### src/rtl/assert_macros.svh
// assertion macros for the rtl file that checks itself (ppm_stream_parser_core)
`ifndef ASSERT_MACROS_SVH
`define ASSERT_MACROS_SVH

// same-cycle implication, held off while in reset
`define ASSERT_IMPLIES(label, clk, rst_n, ante, cons) \
    label: assert property (@(posedge clk) disable iff (!rst_n) (ante) |-> (cons)) \
        else $error("assertion failed: same-cycle implication");

// next-cycle implication, held off while in reset
`define ASSERT_NEXT(label, clk, rst_n, ante, cons) \
    label: assert property (@(posedge clk) disable iff (!rst_n) (ante) |=> (cons)) \
        else $error("assertion failed: next-cycle implication");

`endif

### src/rtl/pps_pkg.sv
// types and constants for the ppm stream parser
`default_nettype none

package pps_pkg;

    // result kinds
    localparam logic [1:0] KIND_HEADER = 2'd0;
    localparam logic [1:0] KIND_PIXEL  = 2'd1;
    localparam logic [1:0] KIND_ERROR  = 2'd2;

    // error codes
    localparam logic [2:0] ERR_NONE     = 3'd0;
    localparam logic [2:0] ERR_MAGIC    = 3'd1;
    localparam logic [2:0] ERR_MAXCOLOR = 3'd2;
    localparam logic [2:0] ERR_CHAR     = 3'd3;
    localparam logic [2:0] ERR_OVERFLOW = 3'd4;

    // characters of interest
    localparam logic [7:0] CH_P     = 8'h50;
    localparam logic [7:0] CH_3     = 8'h33;
    localparam logic [7:0] CH_6     = 8'h36;
    localparam logic [7:0] CH_0     = 8'h30;
    localparam logic [7:0] CH_9     = 8'h39;
    localparam logic [7:0] CH_HASH  = 8'h23;
    localparam logic [7:0] CH_SPACE = 8'h20;
    localparam logic [7:0] CH_TAB   = 8'h09;
    localparam logic [7:0] CH_CR    = 8'h0D;
    localparam logic [7:0] CH_LF    = 8'h0A;

    // only legal maxcolor, also the largest ascii component
    localparam logic [7:0] COLOUR_MAX = 8'hFF;

    typedef struct packed {
        logic [7:0] data_byte;
        logic       end_of_file;
    } pps_in_t;

    typedef struct packed {
        logic [1:0]  result_kind;
        logic [7:0]  red;
        logic [7:0]  green;
        logic [7:0]  blue;
        logic [15:0] image_width;
        logic [15:0] image_height;
        logic        binary_format;
        logic        last;
        logic [2:0]  error_code;
    } pps_out_t;

    // byte classification handed to the parser
    typedef struct packed {
        logic       is_digit;
        logic       is_space;
        logic       is_hash;
        logic       is_lf;
        logic       is_p;
        logic       is_three;
        logic       is_six;
        logic [3:0] digit;
    } pps_class_t;

endpackage

`default_nettype wire

### src/rtl/pps_byte_class.sv
// character classifier for the ppm stream parser
`default_nettype none

module pps_byte_class (
    input  logic [7:0]         data_byte,
    output pps_pkg::pps_class_t cls
);
    import pps_pkg::*;

    logic [7:0] offset;

    assign offset = data_byte - CH_0;

    always_comb
    begin
        cls.is_digit = (data_byte >= CH_0) && (data_byte <= CH_9);
        cls.is_space = (data_byte == CH_SPACE) || (data_byte == CH_TAB)
                    || (data_byte == CH_CR) || (data_byte == CH_LF);
        cls.is_hash  = (data_byte == CH_HASH);
        cls.is_lf    = (data_byte == CH_LF);
        cls.is_p     = (data_byte == CH_P);
        cls.is_three = (data_byte == CH_3);
        cls.is_six   = (data_byte == CH_6);
        cls.digit    = offset[3:0];
    end

endmodule

`default_nettype wire

### src/rtl/pps_parser.sv
// header and pixel parsing state with its per-byte update
`default_nettype none

module pps_parser #(
    parameter int DIM_BITS = 16
) (
    input  logic                clk,
    input  logic                rst_n,
    input  logic                step,
    input  pps_pkg::pps_in_t    item,
    input  pps_pkg::pps_class_t cls,
    output logic                emit,
    output pps_pkg::pps_out_t   result
);
    import pps_pkg::*;

    localparam int ACC_W = DIM_BITS + 1;
    localparam int NV_W  = ACC_W + 4;
    localparam int PC_W  = 2 * DIM_BITS;
    localparam logic [NV_W-1:0] DIM_MAX =
        {{(NV_W - DIM_BITS){1'b0}}, {DIM_BITS{1'b1}}};
    localparam logic [NV_W-1:0] MAXC_SAT = NV_W'(9'd256);

    typedef enum logic [5:0] {
        PH_MAGIC  = 6'b000001,
        PH_WIDTH  = 6'b000010,
        PH_HEIGHT = 6'b000100,
        PH_MAXC   = 6'b001000,
        PH_DATA   = 6'b010000,
        PH_HALT   = 6'b100000
    } phase_t;

    phase_t              phase_reg,   phase_next;
    logic                comment_reg, comment_next;
    logic                tok_reg,     tok_next;
    logic [1:0]          magic_reg,   magic_next;
    logic [ACC_W-1:0]    acc_reg,     acc_next;
    logic [DIM_BITS-1:0] width_reg,   width_next;
    logic [DIM_BITS-1:0] height_reg,  height_next;
    logic                fmt_reg,     fmt_next;
    logic [1:0]          comp_reg,    comp_next;
    logic [7:0]          red_reg,     red_next;
    logic [7:0]          green_reg,   green_next;
    logic [PC_W-1:0]     count_reg,   count_next;
    logic [PC_W-1:0]     total_reg;

    logic [NV_W-1:0]      nv;
    logic [ACC_W-1:0]     acc_val;
    logic [PC_W-1:0]      count_inc;
    logic [DIM_BITS+15:0] width_ext;
    logic [DIM_BITS+15:0] height_ext;

    logic             do_fail;
    logic [2:0]       fail_code;
    logic             do_fin;
    logic [ACC_W-1:0] fin_val;
    logic             do_take;
    logic [7:0]       take_val;

    // acc * 10 + digit
    assign nv = {1'b0, acc_reg, 3'b000} + {{3{1'b0}}, acc_reg, 1'b0}
              + {{(NV_W - 4){1'b0}}, cls.digit};
    assign count_inc  = count_reg + PC_W'(1);
    assign width_ext  = {16'h0000, width_reg};
    assign height_ext = {16'h0000, height_reg};

    always_comb
    begin
        phase_next   = phase_reg;
        comment_next = comment_reg;
        tok_next     = tok_reg;
        magic_next   = magic_reg;
        acc_next     = acc_reg;
        width_next   = width_reg;
        height_next  = height_reg;
        fmt_next     = fmt_reg;
        comp_next    = comp_reg;
        red_next     = red_reg;
        green_next   = green_reg;
        count_next   = count_reg;
        emit         = 1'b0;
        result       = '0;
        do_fail      = 1'b0;
        fail_code    = ERR_NONE;
        do_fin       = 1'b0;
        fin_val      = acc_reg;
        do_take      = 1'b0;
        take_val     = item.data_byte;
        acc_val      = acc_reg;

        // byte path
        unique case (phase_reg)
            PH_HALT:
            begin
            end
            PH_MAGIC:
            begin
                if (magic_reg == 2'd0)
                begin
                    if (!cls.is_p)
                    begin
                        do_fail   = 1'b1;
                        fail_code = ERR_MAGIC;
                    end
                    magic_next = 2'd1;
                end
                else if (magic_reg == 2'd1)
                begin
                    if (!cls.is_three && !cls.is_six)
                    begin
                        do_fail   = 1'b1;
                        fail_code = ERR_MAGIC;
                    end
                    fmt_next   = cls.is_six;
                    magic_next = 2'd2;
                end
                else
                begin
                    if (cls.is_hash)
                        comment_next = 1'b1;
                    else if (!cls.is_space)
                    begin
                        do_fail   = 1'b1;
                        fail_code = ERR_MAGIC;
                    end
                    phase_next = PH_WIDTH;
                end
            end
            PH_WIDTH, PH_HEIGHT, PH_MAXC, PH_DATA:
            begin
                if (comment_reg)
                begin
                    if (cls.is_lf)
                        comment_next = 1'b0;
                end
                else if ((phase_reg == PH_DATA) && fmt_reg)
                begin
                    do_take  = 1'b1;
                    take_val = item.data_byte;
                end
                else if (cls.is_digit)
                begin
                    if (phase_reg == PH_MAXC)
                        acc_val = (nv > MAXC_SAT) ? MAXC_SAT[ACC_W-1:0] : nv[ACC_W-1:0];
                    else if (phase_reg == PH_DATA)
                    begin
                        acc_val = nv[ACC_W-1:0];
                        if (nv > NV_W'(COLOUR_MAX))
                        begin
                            do_fail   = 1'b1;
                            fail_code = ERR_OVERFLOW;
                        end
                    end
                    else
                    begin
                        acc_val = nv[ACC_W-1:0];
                        if (nv > DIM_MAX)
                        begin
                            do_fail   = 1'b1;
                            fail_code = ERR_OVERFLOW;
                        end
                    end
                    acc_next = acc_val;
                    tok_next = 1'b1;
                    // end of file closes the pending token
                    if (item.end_of_file && !do_fail)
                    begin
                        do_fin  = 1'b1;
                        fin_val = acc_val;
                    end
                end
                else if (cls.is_space || cls.is_hash)
                begin
                    if (cls.is_hash)
                        comment_next = 1'b1;
                    if (tok_reg)
                    begin
                        do_fin  = 1'b1;
                        fin_val = acc_reg;
                    end
                end
                else
                begin
                    do_fail   = 1'b1;
                    fail_code = ERR_CHAR;
                end
            end
            default:
            begin
            end
        endcase

        // token end
        if (do_fin)
        begin
            acc_next = '0;
            tok_next = 1'b0;
            unique case (phase_reg)
                PH_WIDTH:
                begin
                    width_next = fin_val[DIM_BITS-1:0];
                    phase_next = PH_HEIGHT;
                end
                PH_HEIGHT:
                begin
                    height_next = fin_val[DIM_BITS-1:0];
                    phase_next  = PH_MAXC;
                end
                PH_MAXC:
                begin
                    if (fin_val != ACC_W'(COLOUR_MAX))
                    begin
                        do_fail   = 1'b1;
                        fail_code = ERR_MAXCOLOR;
                    end
                    else
                    begin
                        count_next           = '0;
                        comp_next            = 2'd0;
                        emit                 = 1'b1;
                        result.result_kind   = KIND_HEADER;
                        result.image_width   = width_ext[15:0];
                        result.image_height  = height_ext[15:0];
                        result.binary_format = fmt_reg;
                        result.last          = (width_reg == '0) || (height_reg == '0);
                        phase_next           = result.last ? PH_HALT : PH_DATA;
                    end
                end
                PH_DATA:
                begin
                    do_take  = 1'b1;
                    take_val = fin_val[7:0];
                end
                default:
                begin
                end
            endcase
        end

        // pixel component
        if (do_take)
        begin
            case (comp_reg)
                2'd0:
                begin
                    red_next  = take_val;
                    comp_next = 2'd1;
                end
                2'd1:
                begin
                    green_next = take_val;
                    comp_next  = 2'd2;
                end
                default:
                begin
                    comp_next            = 2'd0;
                    count_next           = count_inc;
                    emit                 = 1'b1;
                    result.result_kind   = KIND_PIXEL;
                    result.red           = red_reg;
                    result.green         = green_reg;
                    result.blue          = take_val;
                    result.binary_format = fmt_reg;
                    result.last          = (count_inc == total_reg);
                    if (result.last)
                        phase_next = PH_HALT;
                end
            endcase
        end

        if (do_fail)
        begin
            phase_next         = PH_HALT;
            tok_next           = 1'b0;
            acc_next           = '0;
            emit               = 1'b1;
            result             = '0;
            result.result_kind = KIND_ERROR;
            result.last        = 1'b1;
            result.error_code  = fail_code;
        end

        // restart after the final byte
        if (item.end_of_file)
        begin
            phase_next   = PH_MAGIC;
            comment_next = 1'b0;
            tok_next     = 1'b0;
            magic_next   = 2'd0;
            acc_next     = '0;
            width_next   = '0;
            height_next  = '0;
            fmt_next     = 1'b0;
            comp_next    = 2'd0;
            red_next     = '0;
            green_next   = '0;
            count_next   = '0;
        end
    end

    always_ff @(posedge clk or negedge rst_n)
    begin
        if (!rst_n)
        begin
            phase_reg   <= PH_MAGIC;
            comment_reg <= 1'b0;
            tok_reg     <= 1'b0;
            magic_reg   <= 2'd0;
            acc_reg     <= '0;
            width_reg   <= '0;
            height_reg  <= '0;
            fmt_reg     <= 1'b0;
            comp_reg    <= 2'd0;
            red_reg     <= '0;
            green_reg   <= '0;
            count_reg   <= '0;
        end
        else if (step)
        begin
            phase_reg   <= phase_next;
            comment_reg <= comment_next;
            tok_reg     <= tok_next;
            magic_reg   <= magic_next;
            acc_reg     <= acc_next;
            width_reg   <= width_next;
            height_reg  <= height_next;
            fmt_reg     <= fmt_next;
            comp_reg    <= comp_next;
            red_reg     <= red_next;
            green_reg   <= green_next;
            count_reg   <= count_next;
        end
    end

    // pixel total, settles well before the maxcolor token can end
    always_ff @(posedge clk)
    begin
        total_reg <= PC_W'(width_reg) * PC_W'(height_reg);
    end

endmodule

`default_nettype wire

### src/rtl/ppm_stream_parser_core.sv
// top level of the ppm stream parser: input register, parser, result register
`default_nettype none

// channel  direction  payload    transaction
// byte     in         pps_in_t   one byte of the file, end_of_file on the final byte
// result   out        pps_out_t  header, pixel or error record
//
// one byte per cycle unless the result side stalls; a byte waits in the input register
// and its result (if any) is written to the result register when the parser steps
// the per-byte update (magic, token accumulate, pixel assembly) is made on that step
// rst_n clears all control state asynchronously; parser restarts after end_of_file
// a stalled result holds the parser; byte_ready drops only when the input
// register is full and the result register cannot be emptied

module ppm_stream_parser_core #(
    parameter int DIM_BITS = 16
) (
    input  logic              clk,
    input  logic              rst_n,
    input  logic              byte_valid,
    output logic              byte_ready,
    input  pps_pkg::pps_in_t  byte_data,
    output logic              result_valid,
    input  logic              result_ready,
    output pps_pkg::pps_out_t result_data
);
    import pps_pkg::*;

    // input register
    logic     byte_vld_reg;
    pps_in_t  byte_data_reg;

    // result register
    logic     res_vld_reg;
    pps_out_t res_data_reg;

    logic       step;
    logic       emit;
    pps_out_t   parsed;
    pps_class_t cls;

    // parser advances when the result slot is free or being emptied
    assign step       = byte_vld_reg && (!res_vld_reg || result_ready);
    assign byte_ready = !byte_vld_reg || step;

    assign result_valid = res_vld_reg;
    assign result_data  = res_data_reg;

    always_ff @(posedge clk or negedge rst_n)
    begin
        if (!rst_n)
            byte_vld_reg <= 1'b0;
        else if (byte_ready)
            byte_vld_reg <= byte_valid;
    end

    // payload only, no reset needed
    always_ff @(posedge clk)
    begin
        if (byte_valid && byte_ready)
            byte_data_reg <= byte_data;
    end

    pps_byte_class u_class (
        .data_byte (byte_data_reg.data_byte),
        .cls       (cls)
    );

    pps_parser #(
        .DIM_BITS (DIM_BITS)
    ) u_parser (
        .clk    (clk),
        .rst_n  (rst_n),
        .step   (step),
        .item   (byte_data_reg),
        .cls    (cls),
        .emit   (emit),
        .result (parsed)
    );

    always_ff @(posedge clk or negedge rst_n)
    begin
        if (!rst_n)
            res_vld_reg <= 1'b0;
        else if (step && emit)
            res_vld_reg <= 1'b1;
        else if (result_ready)
            res_vld_reg <= 1'b0;
    end

    always_ff @(posedge clk)
    begin
        if (step && emit)
            res_data_reg <= parsed;
    end

    // checks
`include "assert_macros.svh"

    // full input register with a stalled result must back-pressure the byte side
    `ASSERT_IMPLIES(a_stall_blocks, clk, rst_n, byte_vld_reg && res_vld_reg && !result_ready, !byte_ready)
    // a byte that steps the parser leaves the input register or is replaced
    `ASSERT_NEXT(a_step_drains, clk, rst_n, step && !byte_valid, !byte_vld_reg)
    // error code is set exactly on error records
    `ASSERT_IMPLIES(a_err_code, clk, rst_n, res_vld_reg, (res_data_reg.result_kind == KIND_ERROR) == (res_data_reg.error_code != ERR_NONE))
    // pixel records carry no dimensions
    `ASSERT_IMPLIES(a_pix_dims, clk, rst_n, res_vld_reg && (res_data_reg.result_kind == KIND_PIXEL), (res_data_reg.image_width == 16'h0000) && (res_data_reg.image_height == 16'h0000))

endmodule

`default_nettype wire
### config.mk
export PLATFORM = sky130hd
export DESIGN_NAME = ppm_stream_parser_core
export DESIGN_NICKNAME = d
export VERILOG_FILES = /design/src/rtl/pps_pkg.sv /design/src/rtl/pps_byte_class.sv /design/src/rtl/pps_parser.sv /design/src/rtl/ppm_stream_parser_core.sv
export VERILOG_INCLUDE_DIRS = /design/src /design/src/rtl
export SDC_FILE = /design/constraint.sdc
export NUM_CORES = 1
export LEC_CHECK = 0
export BUFFER_PORTS_ARGS = -buffer_cell sky130_fd_sc_hd__buf_2
export CAP_MARGIN = 10
export CORE_UTILIZATION = 45
export DETAILED_ROUTE_END_ITERATION = 10
export PLACE_DENSITY = 0.65
export SETUP_SLACK_MARGIN = 0.15
export SYNTH_ARGS = -nofsm -noshare
export SYNTH_HDL_FRONTEND = slang
export SYNTH_SLANG_ARGS = --single-unit
export TNS_END_PERCENT = 10
### constraint.sdc
create_clock -name clk -period 19.74 [get_ports clk]
set_input_delay 2.961 -clock clk [delete_from_list [all_inputs] [get_ports clk]]
set_output_delay 2.961 -clock clk [all_outputs]
set_load 0.1 [all_outputs]
==> out/qor.yml, run 1 <==
timing:
  period_share_pct: 35.8
  worst_slew_pin_slew_ns: 1.32
  hold_violations: 0
  setup_tns_ns: 0
  whs_ns: 0.478
  rsz0062_at_grt: "no"
  timing.final.ws_setup_ns: 12.67
  setup_viol: 0
  fmax_mhz: 141
  clock_skew_ns: 0.0292
  fin_crit_ns: 7.07
  drv_slew: 0
  maxSlewHeadroom_pct: 11.6
status:
  status: "finished clean"
synthesis:
  syn_nets: 2489
  syn_inst: 2142
  synth_cell_types: 92
  async_flop_share_pct: 51.9
  avgSynthCellArea_um2: 9.50
  ys_seq_area_share_pct: 27.6
  synth-edff-count: 72
  synth_area_mm2: 0.0203
  ys_ff_latch: 216
  yosys_warnings: 0
  synth_ff_type: "dfrtp_1"
clock_network:
  cts_buffers: 26
  cts_tree: "done"
  cts_hold_buffers: 0
  clk_pin_slew_ns: 0.06
  post_cts_resized: 0
  htree_levels: 1
  post_cts.repair.setup_buffers: 0
  cts-root-buf: "clkbuf_16"
  clk_path_buf_depth: 3
  insertion_delay_ns: 0.56
  clkSinkCount: 216
critical_path:
  ff2ff_path_depth: 21
  rr_endpoint: "u_parser.total_reg[28]"
  worstSetupPathType: "flip-flop to flip-flop"
  rrSetupSlack_ns: 12.67
  end_kind: "flip-flop"
  startpoint_type: "flip-flop"
  crit_fanout: 19
  critPathRequiredTime_ns: 20.16
  crit_arrival_ns: 7.49
  r2r_start: "u_parser.width_reg[1]"
drt:
  drc: 0
  postRouteAntennaNets: 0
  firstDrtPassIters: 6
  vias: 16097
  wl_per_cell_um: 20.2
  vias_per_cell: 5.87
  drtIter0Drc: 1420
  wl_mm: 55.4
run:
  cap_violations: 0
worst_hold_path:
  holdPathStages: 1
  hp-start: "u_parser.green_reg[5]"
  min_path_type: "flip-flop to flip-flop"
  hold_path_end: "u_parser.green_reg[5]"
pwr:
  p_leak_nw: 9.71
  sw_frac_of_total_pct: 45.8
  comb_power_share_pct: 37.4
  netSwitchingPower_uw: 838
  p_seq_share_pct: 36.1
  p_per_area_mw_per_mm2: 83.3
  ir_drop_mv: 0.120
  p_int_uw: 990
  p_clk_share_pct: 26.5
placed_design:
  dp_hpwl_mm: 39.8
  port_buffers: 77
  placed_cells: 2696
  place_worst_setup_slack_ns: 12.77
  gp_congestion: 0.925
floorplan:
  core-area_mm2: 0.0444
  initial_core_util_pct: 45.8
  die_x_um: 215
  placementRows: 77
  dieArea_mm2: 0.0461
  ios: 78
  die_h_um: 215
grt:
  overflow: 0
  grt_max_degree: 80
  grt_usage_pct: 24.3
  grt_antenna_before_repair: 1
  grt_pass1_vias: 16436
  grt_pass1_wl_mm: 89.6
finish:
  seq_area_mm2: 0.00561
  layout.cells.non_filler: 2744
  multiInputGateArea_mm2: 0.0133
  num-fill-cells: 4098
  drive_gt1_share_pct: 8.74
  syn_to_final_growth_pct: 7.84
  final_nets: 2479
  final_cell_mix: "nand2_1, inv_1, fa_1, and2_1, ha_1"
  largest_reg_flops: 63
  mostFrequentLayoutCell: "nand2_1"
[stage by stage]
stage                     area, µm²  util, %  total power [mW]
final                         21900     49.4              1.83
after detailed placement      21100     47.5              1.35
after global routing          21900     49.4              1.90
after global placement        21100     47.5              1.34
after floorplan               20300        -              1.22
after CTS                     21900     49.4              1.84
[cell families (layout without fill, tap and decap cells)]
family | Yosys count | count (layout) | share of synthesized area (%)
adder cells (fa/ha/maj) | 334 | 334 | 27.8
multiplexers | 10 | 10 | 0.504
buffers and inverters | 383 | 392 | 7.18
XOR/XNOR | 86 | 86 | 3.70
AND/OR/NAND/NOR | 723 | 723 | 18.2
flip-flops | 216 | 216 | 27.6
AO/OA/AOI/OAI | 390 | 390 | 15.1
other | 0 | 1 | 0
[cell type report]
cell class / count / share of cell area [%]
Antenna cell: 1 / 0.0114
Clock buffer: 32 / 3.11
Clock inverter: 15 / 0.781
Inverter: 253 / 4.33
Multi-Input combinational cell: 1543 / 60.5
Sequential cell: 216 / 25.6
Tap cell: 592 / 3.38
Timing Repair Buffer: 92 / 2.28
[critical path, stage by stage, from the launching register on]
cell      delay, ns
dfrtp_1        0.81
nand2_1        0.17
fa_1           0.57
inv_1          0.06
fa_1           0.47
ha_1           0.23
fa_1           0.53
inv_1          0.05
fa_1           0.47
fa_1           0.54
inv_1          0.04
ha_1           0.36
a211o_1        0.35
nor2_1         0.09
o21ai_0        0.13
a41oi_1        0.38
o21ai_0        0.26
o41ai_1        0.57
o311ai_0       0.32
a31oi_1        0.32
nor2_1         0.09
xor2_1         0.14
[worst max-delay path by stage]
stage / from / to / cells past startpoint
6_report: u_parser.width_reg[1] / u_parser.total_reg[28] / 21
4_1_cts: u_parser.height_reg[6] / u_parser.total_reg[28] / 21
3_5_place_dp: u_parser.height_reg[6] / u_parser.total_reg[28] / 21
3_3_place_gp: u_parser.height_reg[6] / u_parser.total_reg[28] / 21
5_1_grt: u_parser.width_reg[1] / u_parser.total_reg[28] / 21
2_1_floorplan: result_ready / byte_ready / 1
[synth_stat cells, drive strengths merged, types with 15 or more instances]
library cell  instances  area, µm²
nand2               270       1010
inv                 253        950
fa                  196       3920
and2                149        932
ha                  138       1730
clkbuf              111        419
dfrtp               111       2780
edfxtp               72       2160
nor2                 69        267
o21ai                68        438
xnor2                58        508
a21oi                54        274
nand3                41        205
a22o                 40        350
nor3                 39        200
dfxtp                32        641
xor2                 28        245
nand4                26        163
nor4                 25        156
o311ai               21        184
buf                  19       92.6
o211ai               17        128
or4                  15        113
[per-layer routing]
layer / global-route usage, % / wire (µm) / vias up
li1: - / - / 7346
met1: 34.3 / 25000 / 8010
met2: 38.5 / 25000 / 624
met3: 3.42 / 3710 / 117
met4: 7.74 / 1670 / 0
met5: 0 / 0 / -
[power by group through the flow]
stage                     clock network (mW)  registers (mW)  logic (mW)
final                                  0.485           0.659       0.684
after global routing                   0.511           0.671       0.718
after CTS                              0.494           0.657       0.685
after detailed placement                   0           0.662       0.685
after global placement                     0           0.659       0.677
after floorplan                            0           0.964       0.255
Power figures use the tool's default switching activity.
==> inputs of run 2 (changes only) <==
ABC_AREA = 1   (was default)
PLACE_DENSITY = 0.67   (was 0.65)
clock period = 5.75 ns   (was 19.74 ns; I/O delays follow)
==> out/qor.yml, run 2 <==
finish:
  drive_gt1_share_pct: 13.5
  design_area_mm2: 0.0230
  final_nets: 3026
  final_cell_mix: "nand2_1, inv_1, fa_1, nor2_1, ha_1"
  layout.cells.non_filler: 3290
  antennaDiodeCount: 0
  seq_area_mm2: 0.00563
  mostFrequentLayoutCell: "nand2_1"
  largest_reg_flops: 63
  num-fill-cells: 4247
  multiInputGateArea_mm2: 0.0124
  syn_to_final_growth_pct: 14.2
grt:
  grt_max_degree: 58
  use_met1_pct: 32.7
  grt_antenna_before_repair: 0
  met3_usage_pct: 3.53
  grtUsageMet2_pct: 40.9
  grt_usage_pct: 24.4
  grt_pass1_vias: 17196
  busiest_layer: "met2"
  overflow: 0
  grt_pass1_wl_mm: 87.9
placed_design:
  placed_cells: 3223
  port_buffers: 77
  gp_congestion: 0.952
  dp_hpwl_mm: 41.7
  postPlaceCellArea_mm2: 0.0217
synthesis:
  synth_most_common_cell: "nand2_1"
  ys_seq_area_share_pct: 27.9
  synth_ff_type: "dfrtp_1"
  synth_top_family_by_area: "adder cells"
  avgSynthCellArea_um2: 7.85
  ys_ff_latch: 216
  synth_area_mm2: 0.0201
  synthTopCellsByCount: "nand2_1, inv_1, fa_1"
  synth-edff-count: 72
  synth_cell_types: 54
  syn_inst: 2560
  synth-compound-area-share_pct: 6.71
  synth_mux_area_share_pct: 0
  synth_fa_ha_area_share_pct: 28.1
  yosys_warnings: 0
  synth.area.top_cells: "fa_1, dfrtp_1, nand2_1, edfxtp_1, inv_1"
  synth-simple-area-share_pct: 21.7
  synth-xor-area-share_pct: 3.57
  synthDominantCellAreaShare_pct: 19.5
  async_flop_share_pct: 51.9
  synth_area_leader_cell: "fa_1"
  syn_nets: 2907
pwr:
  sw_frac_of_total_pct: 47.8
  ir_drop_mv: 0.368
  p_clk_share_pct: 22.1
  p_per_area_mw_per_mm2: 315
  comb_power_share_pct: 47.4
  p_seq_share_pct: 30.5
  finalPower_mw: 7.23
  p_leak_nw: 11.6
  p_int_mw: 3.77
  netSwitchingPower_mw: 3.45
timing:
  setup_viol: 0
  clock_skew_ns: 0.0190
  worst_slew_pin_slew_ns: 0.943
  rsz0062_at_grt: "yes"
  fmax_mhz: 181
  drv_slew: 0
  whs_ns: 0.352
  hold_violations: 0
  period_share_pct: 95.9
  maxSlewHeadroom_pct: 36.3
  fin_crit_ns: 5.51
drt:
  drtIter0Drc: 1239
  wl_mm: 53.2
  wl_per_cell_um: 16.2
  drc: 0
  vias_per_cell: 5.13
  postRouteAntennaNets: 0
  vias: 16892
  firstDrtPassIters: 6
floorplan:
  core-area_mm2: 0.0441
  placementRows: 77
  ios: 78
  die_x_um: 213
  initial_core_util_pct: 45.6
  die_h_um: 213
  dieArea_mm2: 0.0455
clock_network:
  cts_hold_buffers: 0
  clk_path_buf_depth: 3
  clkSinkCount: 216
  cts_buffers: 25
  cts-root-buf: "clkbuf_16"
  insertion_delay_ns: 0.55
  clk_pin_slew_ns: 0.06
  cts_tree: "done"
  htree_levels: 1
run:
  cap_violations: 0
critical_path:
  r2r_start: "u_parser.height_reg[3]"
  crit_fanout: 6
  ff2ff_path_depth: 23
  end_kind: "flip-flop"
  critPathRequiredTime_ns: 6.18
  rr_endpoint: "u_parser.total_reg[29]"
  rrSetupSlack_ns: 0.24
  worstSetupPathType: "flip-flop to flip-flop"
  startpoint_type: "flip-flop"
  crit_arrival_ns: 5.95
status:
  status: "finished clean"
worst_hold_path:
  min_path_type: "input pin to async pin"
run 2: cells by family after synthesis:
| group | Yosys count |
|---|---|
| AO/OA/AOI/OAI | 240 |
| XOR/XNOR | 82 |
| adder cells (fa/ha/maj) | 334 |
| buffers and inverters | 629 |
| flip-flops | 216 |
| AND/OR/NAND/NOR | 1059 |
run 2: routing by layer:
metal | up-vias | wire, µm
met5 | - | 0
met4 | 0 | 1400
met3 | 95 | 3220
met2 | 561 | 24900
met1 | 8168 | 23700
li1 | 8068 | -
run 2: what timing repair did:
| action | CTS | global route |
|---|---|---|
| pin swaps | 17 | 43 |
| endpoints found under the hold margin | 0 | 0 |
| setup buffers | 10 | 11 |
| setup endpoints to repair | 6 | 12 |
| resized for setup | 44 | 52 |
run 2: power by group through the flow:
stage / combinational, mW / sequential (mW) / clock (mW)
global route: 3.71 / 2.24 / 1.68
CTS: 3.36 / 2.19 / 1.63
floorplan: 1.53 / 3.06 / 0
finish: 3.43 / 2.20 / 1.60
detailed placement: 3.31 / 2.22 / 0
global placement: 3.27 / 2.21 / 0
run 2: worst max path at each step:
stage	start	slack [ns]	end
after CTS	u_parser.width_reg[9]	0.09	u_parser.total_reg[29]
after floorplan	u_parser.height_reg[1]	-0.31	u_parser.total_reg[28]
final	u_parser.height_reg[3]	0.24	u_parser.total_reg[29]
after global placement	u_parser.height_reg[1]	-0.04	u_parser.total_reg[28]
after global routing	u_parser.width_reg[4]	-0.03	u_parser.total_reg[29]
after detailed placement	u_parser.height_reg[4]	-0.13	u_parser.total_reg[29]
run 2: through the flow:
| stage | setup TNS [ns] | util [%] | setup slack [ns] |
|---|---|---|---|
| after floorplan | -0.860 | - | -0.310 |
| after global placement | -0.0871 | 49.1 | -0.0445 |
| after detailed placement | -0.250 | 49.1 | -0.129 |
| after CTS | 0 | 51.4 | 0.0862 |
| after global routing | -0.0801 | 52.0 | -0.0343 |
| final | 0 | 52.0 | 0.235 |
run 2: critical path: stages, from the launching register on:
cell,delay [ns]
dfrtp_2,0.45
nand2_2,0.08
fa_1,0.56
inv_2,0.05
fa_1,0.60
inv_2,0.06
fa_1,0.54
inv_2,0.04
fa_1,0.47
inv_1,0.05
fa_1,0.47
inv_1,0.05
fa_1,0.52
ha_4,0.22
a21oi_2,0.11
o21ai_1,0.08
o21bai_4,0.18
a21oi_2,0.15
inv_1,0.07
a21oi_2,0.17
o21ai_2,0.08
a31oi_2,0.19
o21ai_2,0.08
xor2_1,0.14
run 2: final cells by class:
| class | count | area share [%] |
|---|---|---|
| multi-input combinational | 1715 | 53.9 |
| sequential | 216 | 24.5 |
| inverter | 525 | 8.58 |
| timing repair buffer | 196 | 6.24 |
| tap | 592 | 3.23 |
| clock buffer | 34 | 3.15 |
| clock inverter | 12 | 0.425 |
